### src/design/gse_pkg.sv
`timescale 1ns / 1ps
// ----------------------------------------------------------------------------
// gse_pkg
// Shared types and constants of the gray Sobel edge stream.
// ----------------------------------------------------------------------------
package gse_pkg;

   localparam int GSE_MAX_WIDTH = 2048;

   localparam int CFG_W     = 12;
   localparam int ROW_W     = 12;
   localparam int OCOL_W    = 11;
   localparam int PIX_W     = 8;
   localparam int MIN_DIM   = 3;
   localparam int EDGE_MAX  = 255;

   // floor(x / 3) == (x * 683) >> 11 for x <= 765
   localparam int GRAY_RECIP = 683;
   localparam int GRAY_SHIFT = 11;

   localparam int CSR_IDX_W = 1;
   localparam logic [CSR_IDX_W-1:0] CSR_FRAME_WIDTH  = 1'd0;
   localparam logic [CSR_IDX_W-1:0] CSR_FRAME_HEIGHT = 1'd1;

   // position flags of the pixel in the compute stage
   typedef struct packed {
      logic              row_ge1;
      logic              col_ge1;
      logic              interior;
      logic              last_col;
      logic              last_row;
      logic [ROW_W-1:0]  row;
      logic [ROW_W-1:0]  row_m1;
      logic [OCOL_W-1:0] col;
      logic [OCOL_W-1:0] col_m1;
   } gse_pos_type;

   // up to three results caused by one pixel, slot 0 first
   typedef struct packed {
      logic [2:0]        slot_valid;
      logic [PIX_W-1:0]  edge_value;
      logic [ROW_W-1:0]  row;
      logic [ROW_W-1:0]  row_m1;
      logic [OCOL_W-1:0] col;
      logic [OCOL_W-1:0] col_m1;
      logic              frame_done;
   } gse_rset_type;

endpackage

### src/design/gse_kernel.sv
`timescale 1ns / 1ps
// ----------------------------------------------------------------------------
// gse_kernel
// 3x3 window registers, Sobel gradients, L1 magnitude and result set build.
// ----------------------------------------------------------------------------
module gse_kernel (
   input  logic                       clock,
   input  logic                       advance,
   input  logic [gse_pkg::PIX_W-1:0]  top_pix,
   input  logic [gse_pkg::PIX_W-1:0]  mid_pix,
   input  logic [gse_pkg::PIX_W-1:0]  bot_pix,
   input  gse_pkg::gse_pos_type       pos,
   output gse_pkg::gse_rset_type      rset
);
   import gse_pkg::*;

   // 0..2: left column top to bottom, 3..5: center column
   logic [PIX_W-1:0] win_ff [6];

   logic [10:0] left_sum, right_sum, upper_sum, lower_sum;
   logic signed [11:0] gx, gy;
   logic [10:0] abs_gx, abs_gy;
   logic [11:0] mag;
   logic [PIX_W-1:0] sat_mag;

   always_comb begin
      left_sum  = 11'(win_ff[0]) + {2'b0, win_ff[1], 1'b0} + 11'(win_ff[2]);
      right_sum = 11'(top_pix) + {2'b0, mid_pix, 1'b0} + 11'(bot_pix);
      upper_sum = 11'(win_ff[0]) + {2'b0, win_ff[3], 1'b0} + 11'(top_pix);
      lower_sum = 11'(win_ff[2]) + {2'b0, win_ff[5], 1'b0} + 11'(bot_pix);
      gx = $signed({1'b0, left_sum}) - $signed({1'b0, right_sum});
      gy = $signed({1'b0, upper_sum}) - $signed({1'b0, lower_sum});
      abs_gx = gx[11] ? 11'(-gx) : 11'(gx);
      abs_gy = gy[11] ? 11'(-gy) : 11'(gy);
      mag = 12'(abs_gx) + 12'(abs_gy);
      sat_mag = (mag > 12'(EDGE_MAX)) ? PIX_W'(EDGE_MAX) : mag[PIX_W-1:0];
   end

   always_ff @(posedge clock) begin
      if (advance) begin
         win_ff[0] <= win_ff[3];
         win_ff[1] <= win_ff[4];
         win_ff[2] <= win_ff[5];
         win_ff[3] <= top_pix;
         win_ff[4] <= mid_pix;
         win_ff[5] <= bot_pix;
      end
   end

   always_comb begin
      rset.slot_valid[0] = pos.row_ge1 & pos.col_ge1;
      rset.slot_valid[1] = pos.row_ge1 & pos.last_col;
      rset.slot_valid[2] = pos.last_row;
      rset.edge_value    = pos.interior ? sat_mag : '0;
      rset.row           = pos.row;
      rset.row_m1        = pos.row_m1;
      rset.col           = pos.col;
      rset.col_m1        = pos.col_m1;
      rset.frame_done    = pos.last_col;
   end

endmodule

### config.mk
export PLATFORM = sky130hd
export DESIGN_NAME = gse_kernel
export DESIGN_NICKNAME = d
export VERILOG_FILES = /design/src/design/gse_pkg.sv /design/src/design/gse_kernel.sv
export SDC_FILE = /design/constraint.sdc
export NUM_CORES = 1
export LEC_CHECK = 0
export BUFFER_PORTS_ARGS = -buffer_cell sky130_fd_sc_hd__buf_2
export CAP_MARGIN = 20
export CORE_UTILIZATION = 55
export DETAILED_ROUTE_END_ITERATION = 6
export PLACE_DENSITY = 0.82
export SLEW_MARGIN = 0
export SYNTH_ARGS = -nofsm -noshare
export SYNTH_HDL_FRONTEND = slang
export SYNTH_SLANG_ARGS = --single-unit
### constraint.sdc
create_clock -name clock -period 9.1 [get_ports clock]
set_input_delay 1.365 -clock clock [delete_from_list [all_inputs] [get_ports clock]]
set_output_delay 1.365 -clock clock [all_outputs]
set_load 0.05 [all_outputs]
==> results.sh, run 1 <==
export IMPL_run_status="finished clean"
export IMPL_fp_dieW_um=102
export IMPL_synth_edff_count=48
export IMPL_htreeDepth=2
export IMPL_io_buffers=40
export IMPL_row_count=36
export IMPL_clkSinkCount=48
export IMPL_initial_core_util=0.565
export IMPL_synthTopCellsByArea="edfxtp_1, fa_1, ha_1"
export IMPL_place_hpwl_mm=7.99
export IMPL_cpMaxStageDelayCell="fa_1"
export IMPL_slew_headroom=0.316
export IMPL_synth_cell_types=71
export IMPL_min_path_cells=0
export IMPL_cp_num_buf_inv=3
export IMPL_r2r_end="win_ff[0][2]"
export IMPL_place_gp_congestion=0.847
export IMPL_hold_start="win_ff[4][7]"
export IMPL_cts_hold_buffers=0
export IMPL_grt_pass1_wl_mm=16.4
export IMPL_min_path_type="reg2reg"
export IMPL_wl_per_cell_um=14.0
export IMPL_worst_setup_path_end_kind="output pin"
export IMPL_finalCritPeriodShare=0.931
export IMPL_netlist_top_cells_count="inv_1, fa_1, buf_4, edfxtp_1, ha_1"
export IMPL_ys_flop_type="edfxtp_1"
export IMPL_cp_start_kind="input pin"
export IMPL_via_count=3596
export IMPL_antenna_cells=0
export IMPL_vias_per_cell=5.38
export IMPL_cpLargestDelayFamily="adder cells"
export IMPL_postCtsSetupBuffers=0
export IMPL_yosys_warnings=0
export IMPL_cpPeakStageDelay_ns=0.54
export IMPL_cts_root_buf="clkbuf_8"
export IMPL_path_clk_slew_ns=0.08
export IMPL_path_cells="buf_2 -> fa_1 -> inv_1 -> fa_1 -> fa_1 -> ha_1 -> fa_1 -> a211oi_2 -> nor2_1 -> o22a_1 -> a21oi_1 -> o21ai_0 -> xnor2_1 -> ha_1 -> a2111oi_2 -> o21ai_1 -> nand4_1 -> a21boi_1 -> nand4bb_1 -> o31a_1 -> buf_2"
export IMPL_setup_tns_ns=0
export IMPL_regMostFlops="win_ff"
export IMPL_yosys_area_top_type="edfxtp_1"
export IMPL_clock_fmax_mhz=118
export IMPL_area_delta_synth_final_pct=1.07
export IMPL_grt_max_degree=49
export IMPL_yosysMostFrequentCell="inv_1"
export IMPL_antenna_found_initial=0
export IMPL_period_needed_ns=8.47
export IMPL_skew_ns=0.000594
export IMPL_grt_pass1_vias=3742
export IMPL_crit_type="in2out"
export IMPL_post_cts_resized=0
export IMPL_grt_ovfl_total=0
export IMPL_worstPathArrival_ns=7.11
export IMPL_r2r_cells=0
export IMPL_rsz0062_at_grt="false"
export IMPL_drv_slew=0
export IMPL_track_usage=0.203
export IMPL_clkLatencyLatePin_ns=0.31
export IMPL_drive_gt1_frac=0.116
export IMPL_min_to="win_ff[1][7]"
export IMPL_largest_reg_flops=48
export IMPL_drc=0
export IMPL_drt_iter0_markers=168
export IMPL_syn_num_nets=718
export IMPL_hold_viol_final=0
export IMPL_tightestPinTransition_ns=1.03
export IMPL_dr_pass1_iters=5
export IMPL_cp_max_fo=8
export IMPL_required_ns=7.74
export IMPL_ys_seq_elements=48
export IMPL_top_regs="win_ff x48"
export IMPL_cts_buffers=5
export IMPL_ant_nets=0
export IMPL_syn_avg_cell_area_um2=10.2
export IMPL_synthArstFlopShare=0
export IMPL_io_pins=135
export IMPL_syn_inst=541
export IMPL_dieHeight_um=102
export IMPL_r2r_setup_slack_ns=8.39
export IMPL_synth_top_cell_area_share=0.262
export IMPL_seq_area_frac_synth=0.262
export IMPL_finalSetupViolCount=0
export IMPL_cap_violations=0
export IMPL_totalWireLength_mm=9.39
export IMPL_cts_tree="yes"
export IMPL_r2r_start="win_ff[3][2]"
export IMPL_syn_area_mm2=0.00550
export IMPL_cts_path_max_buffers=2
export IMPL_crit_top_cell="fa_1"
export IMPL_core_mm2=0.00973
export IMPL_finalNetCount=713
export IMPL_dieArea_mm2=0.0104
-- through the flow --
step           hold WS [ns]  setup WS (ns)  utilization  std cells  instance area (µm²)
2_1_floorplan         0.400           1.24            -        541                 5500
3_3_place_gp          0.400          0.876        0.563        662                 5480
3_5_place_dp          0.405          0.691        0.563        662                 5480
4_1_cts               0.424          0.644        0.571        669                 5560
5_1_grt               0.434          0.130        0.571        669                 5560
6_report              0.423          0.627        0.571        669                 5560
-- per-layer routing --
layer	GRT usage	vias to the layer above	wire length [µm]
met2	0.360	101	4700
met1	0.243	1708	3950
met5	0	-	0
met3	0.0356	41	457
li1	-	1746	-
met4	0.0835	0	277
-- cells in the final DEF (no fill, tap or decap), drive strengths merged, types with 3 or more instances in the layout --
| cell type | n |
|---|---|
| a211oi | 10 |
| a21oi | 20 |
| edfxtp | 48 |
| fa | 63 |
| nand3 | 5 |
| o21ai | 18 |
| nand2 | 11 |
| or2 | 4 |
| xor2 | 14 |
| ha | 37 |
| nor2 | 33 |
| nand2b | 3 |
| xnor2 | 12 |
| a31o | 3 |
| nor3 | 6 |
| o21a | 8 |
| or3 | 3 |
| and3 | 4 |
| nor4 | 3 |
| nor3b | 6 |
| buf | 40 |
| a21o | 7 |
| o211ai | 4 |
| inv | 116 |
| clkbuf | 6 |
| and2 | 7 |
| a2111oi | 3 |
-- cells by family (layout without fill, tap and decap cells) --
kind of cell,after synthesis,after routing,synth area share
buffers and inverters,168,163,0.149
adder cells (fa/ha/maj),100,100,0.313
flip-flops,48,48,0.262
multiplexers,3,3,0.00591
AO/OA/AOI/OAI,97,97,0.129
XOR/XNOR,26,26,0.0414
AND/OR/NAND/NOR,99,99,0.0990
-- how the worst max path moves through the flow --
stage,slack [ns],cells past startpoint,startpoint,end
after floorplan,1.24,21,top_pix[0],rset[54]
after detailed placement,0.69,21,top_pix[0],rset[54]
final,0.63,21,top_pix[0],rset[54]
after global routing,0.13,21,top_pix[0],rset[54]
after CTS,0.64,21,top_pix[0],rset[54]
after global placement,0.88,20,top_pix[0],rset[54]
-- final cells by class --
class | instances | area (µm²)
timing repair buffer | 40 | 200
inverter | 116 | 435
clock inverter | 1 | 5.00
multi-input combinational | 325 | 3240
fill | 840 | 4170
tap | 133 | 166
clock buffer | 6 | 72.6
sequential | 48 | 1440
Power of run 1 is not shown: default switching activity piles up to over one toggle a cycle in this logic, so the estimate is an artifact.
==> run 2: changes to the inputs <==
- PLACE_DENSITY: 0.82 -> 0.8
==> run 2 against run 1 <==
Effect of this change:
- setup slack better by 0.026 ns
- die area unchanged
- non-clock buffer count is the same
- critical endpoint unchanged
==> results.sh, run 2 (synthesized netlist as in run 1, its figures left out) <==
export IMPL_cts_hold_buffers=0
export IMPL_rsz0062_at_grt="false"
export IMPL_cpPeakStageDelay_ns=0.54
export IMPL_core_mm2=0.00973
export IMPL_regMostFlops="win_ff"
export IMPL_vias_per_cell=5.36
export IMPL_crit_top_cell="fa_1"
export IMPL_io_buffers=40
export IMPL_pre_cts_ws_ns=0.695
export IMPL_antenna_found_initial=0
export IMPL_post_cts_resized=0
export IMPL_post_route_util=0.572
export IMPL_clock_fmax_mhz=118
export IMPL_via_count=3593
export IMPL_grt_pass1_vias=3792
export IMPL_worstPathArrival_ns=7.08
export IMPL_postCtsSetupBuffers=0
export IMPL_cp_num_buf_inv=3
export IMPL_r2r_cells=0
export IMPL_cts_path_max_buffers=2
export IMPL_place_hpwl_mm=8.11
export IMPL_min_path_type="reg2reg"
export IMPL_row_count=36
export IMPL_cts_root_buf="clkbuf_8"
export IMPL_required_ns=7.74
export IMPL_fp_dieW_um=102
export IMPL_grt_ovfl_total=0
export IMPL_clkSinkCount=48
export IMPL_htreeDepth=2
export IMPL_setup_tns_ns=0
export IMPL_period_needed_ns=8.45
export IMPL_cap_violations=0
export IMPL_antenna_cells=0
export IMPL_r2r_start="win_ff[3][1]"
export IMPL_tightestPinTransition_ns=1.03
export IMPL_initial_core_util=0.565
export IMPL_io_pins=135
export IMPL_cp_start_kind="input pin"
export IMPL_dieHeight_um=102
export IMPL_finalCritPeriodShare=0.928
export IMPL_grt_max_degree=49
export IMPL_drive_gt1_frac=0.117
export IMPL_skew_ns=0.00447
export IMPL_ant_nets=0
export IMPL_fin_ws_ns=0.653
export IMPL_totalWireLength_mm=9.50
export IMPL_cts_tree="yes"
export IMPL_track_usage=0.202
export IMPL_slew_headroom=0.313
export IMPL_cpLargestDelayFamily="adder cells"
export IMPL_area_delta_synth_final_pct=1.23
export IMPL_drv_slew=0
export IMPL_r2r_end="win_ff[0][1]"
export IMPL_drc=0
export IMPL_cts_buffers=5
export IMPL_r2r_setup_slack_ns=8.39
export IMPL_cp_max_fo=8
export IMPL_finalNetCount=713
export IMPL_wl_per_cell_um=14.2
export IMPL_top_regs="win_ff x48"
export IMPL_worst_setup_path_end_kind="output pin"
export IMPL_place_gp_congestion=0.870
export IMPL_finalSetupViolCount=0
export IMPL_clkLatencyLatePin_ns=0.30
export IMPL_dr_pass1_iters=4
export IMPL_run_status="finished clean"
export IMPL_mostFrequentLayoutCells="inv_1, fa_1, edfxtp_1"
export IMPL_path_clk_slew_ns=0.10
export IMPL_startpoint="top_pix[0]"
export IMPL_hold_viol_final=0
export IMPL_grt_pass1_wl_mm=16.6
export IMPL_layout_commonest_cell="inv_1"
export IMPL_cp_depth=21
export IMPL_crit_end="rset[54]"
export IMPL_largest_reg_flops=48
export IMPL_dieArea_mm2=0.0104
export IMPL_crit_type="in2out"
export IMPL_drt_iter0_markers=154
export IMPL_cpMaxStageDelayCell="fa_1"
export IMPL_path_cells="buf_2 -> fa_1 -> inv_1 -> fa_1 -> fa_1 -> ha_1 -> fa_1 -> a211oi_2 -> nor2_1 -> o22a_1 -> a21oi_1 -> o21ai_0 -> xnor2_1 -> ha_1 -> a2111oi_2 -> o21ai_1 -> nand4_1 -> a21boi_1 -> nand4bb_1 -> o31a_1 -> buf_2"
[run 2: cell type report]
class / instances / area (µm²)
clock buffers: 5 / 68.8
fillers: 856 / 4160
well taps: 133 / 166
repair buffers: 40 / 200
multi-input cells: 325 / 3240
flip-flops and latches: 48 / 1440
inverters: 116 / 435
clock inverters: 3 / 17.5
[run 2: through the flow]
step,area (µm²),hold WS [ns],std cells
after floorplan,5500,0.400,541
after global placement,5480,0.401,662
after detailed placement,5480,0.405,662
after CTS,5570,0.428,670
after global routing,5570,0.435,670
final,5570,0.427,670
[run 2: worst min path at each step]
stage / endpoint / depth (start not counted) / start / slack, ns
after detailed placement: win_ff[1][6] / 0 / win_ff[4][6] / 0.41
after global placement: win_ff[1][4] / 0 / win_ff[4][4] / 0.40
after floorplan: win_ff[1][0] / 0 / win_ff[4][0] / 0.40
after global routing: win_ff[1][6] / 0 / win_ff[4][6] / 0.43
final: win_ff[1][6] / 0 / win_ff[4][6] / 0.43
after CTS: win_ff[1][6] / 0 / win_ff[4][6] / 0.43
[run 2: per-layer routing]
metal  wire length (µm)  global-route usage
met1               4070               0.245
met2               4890               0.373
met3                391              0.0342
met4                147              0.0484
met5                  0                   0
Power of run 2 is left out for the same reason.
