===== config.mk =====
export PLATFORM = sky130hd
export DESIGN_NAME = gse_rsp_queue
export DESIGN_NICKNAME = d
export VERILOG_FILES = /design/src/design/gse_pkg.sv /design/src/design/gse_rsp_queue.sv
export SDC_FILE = /design/constraint.sdc
export NUM_CORES = 1
export LEC_CHECK = 0
export ABC_AREA = 1
export BUFFER_PORTS_ARGS = -buffer_cell sky130_fd_sc_hd__buf_2
export CAP_MARGIN = 20
export CORE_AREA = 2 2 72 74
export CTS_BUF_LIST = sky130_fd_sc_hd__clkbuf_8 sky130_fd_sc_hd__clkbuf_16
export CTS_CLUSTER_SIZE = 24
export DETAILED_ROUTE_END_ITERATION = 7
export DIE_AREA = 0 0 74 76
export MAX_ROUTING_LAYER = met4
export PLACE_DENSITY = 0.77
export SLEW_MARGIN = 40
export SYNTH_ARGS = -nofsm -noshare
export SYNTH_HDL_FRONTEND = slang
export SYNTH_SLANG_ARGS = --single-unit
export TNS_END_PERCENT = 100

===== constraint.sdc =====
create_clock -name clock -period 1.3 [get_ports clock]
set_input_delay 0.26 -clock clock [delete_from_list [all_inputs] [get_ports clock]]
set_output_delay 0.26 -clock clock [all_outputs]
set_load 0.01 [all_outputs]

===== src/design/gse_pkg.sv =====
`timescale 1ns / 1ps
// ----------------------------------------------------------------------------
// gse_pkg
// Shared types and constants of the gray Sobel edge stream.
// ----------------------------------------------------------------------------
package gse_pkg;

   localparam int GSE_MAX_WIDTH = 2048;

   localparam int CFG_W     = 12;
   localparam int ROW_W     = 12;
   localparam int OCOL_W    = 11;
   localparam int PIX_W     = 8;
   localparam int MIN_DIM   = 3;
   localparam int EDGE_MAX  = 255;

   // floor(x / 3) == (x * 683) >> 11 for x <= 765
   localparam int GRAY_RECIP = 683;
   localparam int GRAY_SHIFT = 11;

   localparam int CSR_IDX_W = 1;
   localparam logic [CSR_IDX_W-1:0] CSR_FRAME_WIDTH  = 1'd0;
   localparam logic [CSR_IDX_W-1:0] CSR_FRAME_HEIGHT = 1'd1;

   // position flags of the pixel in the compute stage
   typedef struct packed {
      logic              row_ge1;
      logic              col_ge1;
      logic              interior;
      logic              last_col;
      logic              last_row;
      logic [ROW_W-1:0]  row;
      logic [ROW_W-1:0]  row_m1;
      logic [OCOL_W-1:0] col;
      logic [OCOL_W-1:0] col_m1;
   } gse_pos_type;

   // up to three results caused by one pixel, slot 0 first
   typedef struct packed {
      logic [2:0]        slot_valid;
      logic [PIX_W-1:0]  edge_value;
      logic [ROW_W-1:0]  row;
      logic [ROW_W-1:0]  row_m1;
      logic [OCOL_W-1:0] col;
      logic [OCOL_W-1:0] col_m1;
      logic              frame_done;
   } gse_rset_type;

endpackage


===== src/design/gse_rsp_queue.sv =====
`timescale 1ns / 1ps
// ----------------------------------------------------------------------------
// gse_rsp_queue
// Holds the result set of one pixel and drains it one transaction a cycle while ready.
// ----------------------------------------------------------------------------
module gse_rsp_queue (
   input  logic                  clock,
   input  logic                  reset,
   input  logic                  load,
   input  gse_pkg::gse_rset_type rset_in,
   output logic                  can_load,
   output logic [31:0]           rsp_tdata,   // edge_value[7:0], out_row[19:8], out_col[30:20]
   output logic                  rsp_tlast,   // frame_done
   output logic                  rsp_tvalid,
   input  logic                  rsp_tready
);
   import gse_pkg::*;

   logic [2:0]   slots_ff, slots_in, slots_left;
   gse_rset_type hold_ff;
   logic [2:0]   head;
   logic         take;
   logic [PIX_W-1:0]  o_edge;
   logic [ROW_W-1:0]  o_row;
   logic [OCOL_W-1:0] o_col;
   logic              o_done;

   assign head       = slots_ff & (~slots_ff + 3'd1);
   assign take       = rsp_tvalid & rsp_tready;
   assign slots_left = take ? (slots_ff & ~head) : slots_ff;
   assign can_load   = (slots_left == 3'd0);
   assign slots_in   = load ? rset_in.slot_valid : slots_left;

   always_ff @(posedge clock) begin
      if (reset) begin
         slots_ff <= '0;
      end else begin
         slots_ff <= slots_in;
      end
      if (load) begin
         hold_ff <= rset_in;
      end
   end

   always_comb begin
      priority case (1'b1)
         slots_ff[0]: begin
            o_edge = hold_ff.edge_value;
            o_row  = hold_ff.row_m1;
            o_col  = hold_ff.col_m1;
            o_done = 1'b0;
         end
         slots_ff[1]: begin
            o_edge = '0;
            o_row  = hold_ff.row_m1;
            o_col  = hold_ff.col;
            o_done = 1'b0;
         end
         default: begin
            o_edge = '0;
            o_row  = hold_ff.row;
            o_col  = hold_ff.col;
            o_done = hold_ff.frame_done;
         end
      endcase
   end

   assign rsp_tvalid = |slots_ff;
   assign rsp_tdata  = {1'b0, o_col, o_row, o_edge};
   assign rsp_tlast  = o_done;

endmodule


==> results of run 1 <==
-- cells in the mapped netlist (all sizes together) --
library cell  count
a21oi             3
buf               6
conb              1
edfxtp           55
inv              15
nor2              3
nand2            83
o21ai             5
dfxtp             3
-- power by group --
| part | total [uW] | leakage [uW] | internal [uW] | switching (uW) |
|---|---|---|---|---|
| logic | 529 | 0.000815 | 245 | 284 |
| registers | 2250 | 0.000564 | 2210 | 47.2 |
| clock network | 1260 | 0.0000818 | 646 | 614 |
-- registers in the layout, indices dropped and copies added (netlist names) --
| name | cells |
|---|---|
| hold_ff | 55 |
| slots_ff | 3 |
-- routing by layer --
metal / vias to the layer above / global-route usage / wire [um]
li1: 790 / - / -
met1: 707 / 0.178 / 1550
met2: 54 / 0.288 / 2380
met3: 11 / 0.0569 / 228
met4: 0 / 0.0982 / 123
met5: - / - / 0
-- through the flow --
step | setup TNS, ns | power, uW | utilization
final | -4.68 | 4040 | 0.613
after floorplan | 0 | 2500 | -
after global routing | -7.88 | 4260 | 0.613
after detailed placement | 0 | 2800 | 0.570
after global placement | 0 | 2780 | 0.570
after CTS | -5.45 | 4090 | 0.607
-- cells in the final DEF, fill, tap and decap left out --
cell / netlist / final
dfxtp_1: 3 / 1
o21ai_0: 4 / 3
o21ai_2: 0 / 1
nor2_2: 1 / 1
inv_1: 14 / 14
nand2_1: 83 / 80
clkinv_1: 0 / 5
inv_4: 0 / 2
nor2_4: 0 / 1
nand2_2: 0 / 1
buf_12: 0 / 3
clkbuf_8: 0 / 9
nand2_4: 0 / 2
clkinv_2: 0 / 1
buf_6: 0 / 2
dfxtp_4: 0 / 2
buf_2: 4 / 95
edfxtp_1: 55 / 55
a21oi_1: 3 / 3
nor2_1: 2 / 1
buf_4: 2 / 5
o21ai_1: 1 / 1
conb_1: 1 / 1
-- final cells by class --
| class | count | area, sq um |
|---|---|---|
| fill | 419 | 1900 |
| clock inverter | 7 | 27.5 |
| tap | 70 | 87.6 |
| inverter | 15 | 61.3 |
| sequential | 58 | 1720 |
| clock buffer | 9 | 124 |
| timing repair buffer | 105 | 596 |
| multi-input combinational | 95 | 398 |
-- worst reg2reg max path, delay by kind of cell (launching register included) --
family,cells,cell delay [ns]
flip-flops,1,0.36
AND/OR/NAND/NOR,4,0.30
AO/OA/AOI/OAI,1,0.13
-- timing repair --
| item | 4_1_cts | 5_1_grt |
|---|---|---|
| hold endpoints to repair | 0 | 0 |
| pin swaps | 0 | 1 |
| resized for setup | 10 | 8 |
| setup buffers | 1 | 1 |
| endpoints found under the setup margin | 34 | 34 |
| gates cloned | 0 | 0 |
-- worst max path at each step --
stage,from,end,slack [ns],depth (start not counted)
6_report,slots_ff[0]$_SDFF_PP0_,can_load,-0.19,6
5_1_grt,slots_ff[0]$_SDFF_PP0_,can_load,-0.27,6
4_1_cts,slots_ff[0]$_SDFF_PP0_,can_load,-0.21,6
3_5_place_dp,slots_ff[0]$_SDFF_PP0_,rsp_tdata[10],0.03,6
3_3_place_gp,slots_ff[0]$_SDFF_PP0_,can_load,0.10,6
2_1_floorplan,slots_ff[0]$_SDFF_PP0_,can_load,0.14,6
-- cell families after synthesis --
kind of cell,count (synthesis)
AND/OR/NAND/NOR,86
flip-flops,58
buffers and inverters,21
AO/OA/AOI/OAI,8
other,1
==> impl_metrics.tcl, run 1 <==
set metrics [dict create \
    synth-xor-area-share 0 \
    slew_violations 0 \
    p_leak_uw 0.00146 \
    grt_overflow 0 \
    synth.area.mux_share 0 \
    power.density_mw_per_mm2 1340 \
    clock_latency_ns 0.32 \
    crit_chain "inv_4 -> nand2_4 -> o21ai_2 -> nand2_1 -> nor2_1 -> buf_2" \
    root_buffer "clkbuf_8" \
    path_max_fanout 6 \
    antenna_found_initial 0 \
    synthesis.instances 174 \
    worst_hold_path_type "primary input to flip-flop" \
    yosysTopAreaCellShare 0.760 \
    period_share 1.15 \
    yosys_warnings 0 \
    clock_skew_ns 0.00160 \
    grt_pass1_vias 1520 \
    critPathBufInv 2 \
    vias_per_cell 4.35 \
    instances_no_fill 359 \
    ys_types 13 \
    synth_adder_area_share 0 \
    status "complete, but fails checks" \
    ir_worst_vdd_mv 0.804 \
    crit_family "flip-flops" \
    dpl_cell_area_sq_mm 0.00280 \
    endpoint_kind "primary output" \
    ys_seq_area_frac 0.788 \
    hold_violations 0 \
    synth_top_cell_by_area "edfxtp_1" \
    cts_buffer_depth 2 \
    drc 0 \
    nNetsFinal 346 \
    dieArea_sq_mm 0.00562 \
    worstReg2RegEnd "slots_ff[0]$_SDFF_PP0_" \
    critPathArrivalTime_ns 1.23 \
    antenna_cells 0 \
    slowest_delay_ns 0.37 \
    postRouteAntennaNets 0 \
    path_class "flip-flop to primary output" \
    worstReg2RegStart "slots_ff[1]$_SDFF_PP0_" \
    routabilityCongestion 0.769 \
    avgSynthCellArea_sq_um 12.5 \
    h-tree-depth 3 \
    drt-total-wl_um 4280 \
    drt_iter0_markers 74 \
    clkTransAtPathRegs_ns 0.06 \
    die_x_um 74 \
    postCtsHoldBufs 0 \
    timing.fmax_ghz 0.671 \
    hold_depth 1 \
    placed_cells 341 \
    synth_seq_cells 58 \
    fin_ws_ns -0.191 \
    slowest_stage "dfxtp_4" \
    rows 26 \
    wl_per_cell_um 11.9 \
    ioPinCount 97 \
    synth_top_family_by_area "simple AND/OR/NAND/NOR gates" \
    core_region_area_sq_mm 0.00491 \
    violations "setup timing" \
    cts_sinks 58 \
    synth_compound_area_frac 0.0184 \
    whs_ns 0.105 \
    pre_cts_ws_ns 0.0338 \
    drive_gt1_frac 0.433 \
    initial_utilization 0.442 \
    grt_pass1_wl_um 6770 \
    drt_pass1_iterations 4 \
    max_cap_viol_count 0 \
    yosys.area_share.simple 0.150 \
    die_h_um 76 \
    grt_max_degree 31 \
    syn_to_final_growth_pct 38.7 \
    crit_required_ns 1.04 \
    hold_path_end "hold_ff[45]$_DFFE_PP_" \
    hpwl_um 3100 \
    cp-start-kind "flip-flop" \
    rrSetupSlack_ns 0.44 \
    fin_crit_ns 1.49 \
    grt_util_all_layers 0.175 \
    fin_area_sq_mm 0.00301 \
    port_buffers 95 \
    synth_fp_nets 236 \
    tritoncts "built" \
    vias 1562 \
    min_from "rset_in[45]" \
    setup-violations-final 33 \
    cts_buffers 9 \
    r2r_cells 5 \
    syn_area_sq_mm 0.00217 \
    rsz0062_at_grt "true" \
    yosys-top-cells-area "edfxtp_1 (76%), nand2_1 (14%), dfxtp_1 (2.8%), inv_1 (2.4%), buf_2 (0.92%)" \
]
Note: power is estimated with default switching activity, not from simulation.
==> inputs of run 2 (changes only) <==
--- a/config.mk
+++ b/config.mk
@@ -14,7 +14,7 @@
 export DETAILED_ROUTE_END_ITERATION = 7
 export DIE_AREA = 0 0 74 76
 export MAX_ROUTING_LAYER = met4
-export PLACE_DENSITY = 0.77
+export PLACE_DENSITY_LB_ADDON = 0.25
 export SLEW_MARGIN = 40
 export SYNTH_ARGS = -nofsm -noshare
 export SYNTH_HDL_FRONTEND = slang
==> constraint.sdc (replaced) <==
create_clock -name clock -period 1.5 [get_ports clock]
set_input_delay 0.3 -clock clock [delete_from_list [all_inputs] [get_ports clock]]
set_output_delay 0.3 -clock clock [all_outputs]
set_load 0.01 [all_outputs]
==> run 2 against run 1 <==
  * The run still ends with setup timing left
  * Critical endpoint unchanged
  * Global-route usage is 1.4 points lower
  * Sequential power decreased by 13%
  * Count of clock-buffer cells in the layout unchanged
  * Flip-flop and latch count is the same
  * Design area up 0.25%
  * Clock skew increased by 0.0038 ns
==> impl_metrics.tcl, run 2 (same netlist as run 1, synthesis figures left out) <==
set metrics [dict create \
    syn_to_final_growth_pct 39.1 \
    endpoint_kind "primary output" \
    grt_overflow 0 \
    slowest_stage "dfxtp_4" \
    critPathArrivalTime_ns 1.27 \
    power.density_mw_per_mm2 1210 \
    vias_per_cell 4.34 \
    dieArea_sq_mm 0.00562 \
    max_cap_viol_count 0 \
    wl_per_cell_um 11.6 \
    fin_ws_ns -0.0652 \
    routabilityCongestion 0.765 \
    path_max_fanout 3 \
    antenna_found_initial 0 \
    startpoint "slots_ff[1]$_SDFF_PP0_" \
    most-common-layout-cells "buf_2 (95), nand2_1 (79), edfxtp_1 (55)" \
    hold_violations 0 \
    ir_worst_vdd_mv 0.675 \
    tns_ns -0.554 \
    drt_iter0_markers 67 \
    rows 26 \
    drt-total-wl_um 4140 \
    layout_commonest_cell "buf_2" \
    clkTransAtPathRegs_ns 0.06 \
    core_region_area_sq_mm 0.00491 \
    slowest_delay_ns 0.36 \
    slew_violations 0 \
    period_share 1.04 \
    drc 0 \
    cts_sinks 58 \
    cts_buffers 9 \
    grt_util_all_layers 0.161 \
    port_buffers 95 \
    tritoncts "built" \
    rsz0062_at_grt "true" \
    postCtsHoldBufs 0 \
    fin_crit_ns 1.57 \
    initial_utilization 0.442 \
    drt_pass1_iterations 4 \
    p_total_uw 3650 \
    nNetsFinal 349 \
    cts_buffer_depth 2 \
    crit_chain "inv_2 -> nand2_4 -> o21ai_2 -> nand2_1 -> nor2_1 -> buf_2" \
    clock_latency_ns 0.33 \
    antenna_cells 0 \
    grt_pass1_wl_um 6350 \
    cp-start-kind "flip-flop" \
    violations "setup timing" \
    ioPinCount 97 \
    p_leak_uw 0.00147 \
    root_buffer "clkbuf_8" \
    drive_gt1_frac 0.444 \
    min_from "rset_in[14]" \
    setup-violations-final 13 \
    worst_hold_path_type "primary input to flip-flop" \
    worstReg2RegStart "slots_ff[1]$_SDFF_PP0_" \
    die_h_um 76 \
    vias 1553 \
    h-tree-depth 3 \
    clock_skew_ns 0.00536 \
    die_x_um 74 \
    timing.fmax_ghz 0.639 \
    crit_required_ns 1.20 \
    hpwl_um 2870 \
    largest_reg_flops 55 \
    regMostFlops "hold_ff" \
    path_class "flip-flop to primary output" \
    rrSetupSlack_ns 0.48 \
    status "complete, but fails checks" \
    reg_top3 "hold_ff (55), slots_ff (3)" \
    grt_max_degree 31 \
    postRouteAntennaNets 0 \
    grt_pass1_vias 1455 \
]
-- run 2: final cells by class --
| class | instances | area (sq um) |
|---|---|---|
| fillers | 394 | 1890 |
| flip-flops and latches | 58 | 1720 |
| repair buffers | 108 | 601 |
| multi-input cells | 95 | 393 |
| clock buffers | 9 | 124 |
| well taps | 70 | 87.6 |
| inverters | 15 | 58.8 |
| clock inverters | 3 | 37.5 |
-- run 2: power by group --
group	total (uW)	internal, uW	leakage, uW	switching (uW)
Combinational	462	213	0.000820	248
Sequential	1950	1910	0.000564	37.2
Clock	1240	716	0.0000895	519
Total	3650	2840	0.00147	805
-- run 2: path summary, 6_finish.rpt --
| kind | endpoint | depth (start not counted) |
|---|---|---|
| max | can_load | 6 |
| min | hold_ff[14]$_DFFE_PP_ | 1 |
| max reg2reg | slots_ff[2]$_SDFF_PP0_ | 6 |
| min reg2reg | slots_ff[1]$_SDFF_PP0_ | 2 |
-- run 2: per-layer routing --
| layer | up-vias | global-route usage | part of all wire | routed length [um] |
|---|---|---|---|---|
| met5 | - | - | 0 | 0 |
| met4 | 0 | 0.0891 | 0.026 | 106 |
| met3 | 11 | 0.0635 | 0.086 | 355 |
| met2 | 73 | 0.244 | 0.47 | 1930 |
| met1 | 678 | 0.179 | 0.42 | 1750 |
| li1 | 791 | - | - | - |
-- run 2: per-stage QoR --
step	worst slack (ns)	hold slack, ns	instance area (sq um)	cells	util
2_1_floorplan	0.300	0.399	2170	174	-
3_3_place_gp	0.229	0.477	2770	341	0.564
3_5_place_dp	0.205	0.478	2770	341	0.564
4_1_cts	-0.0670	0.130	2990	355	0.609
5_1_grt	-0.138	0.128	3020	358	0.615
6_report	-0.0652	0.141	3020	358	0.615
-- run 2: repair_timing --
action,in CTS,in global routing
gates resized for setup,15,4
setup buffers,1,3
pin swaps,2,3
endpoints found under the setup margin,24,24
gates cloned,1,0
-- run 2: worst max-delay path, delay by kind of cell (launching register included) --
family | cells | cell delay [ns]
DFF | 1 | 0.36
buffers and inverters | 2 | 0.22
and+or+nand+nor | 3 | 0.22
AOI/OAI and AO/OA | 1 | 0.14
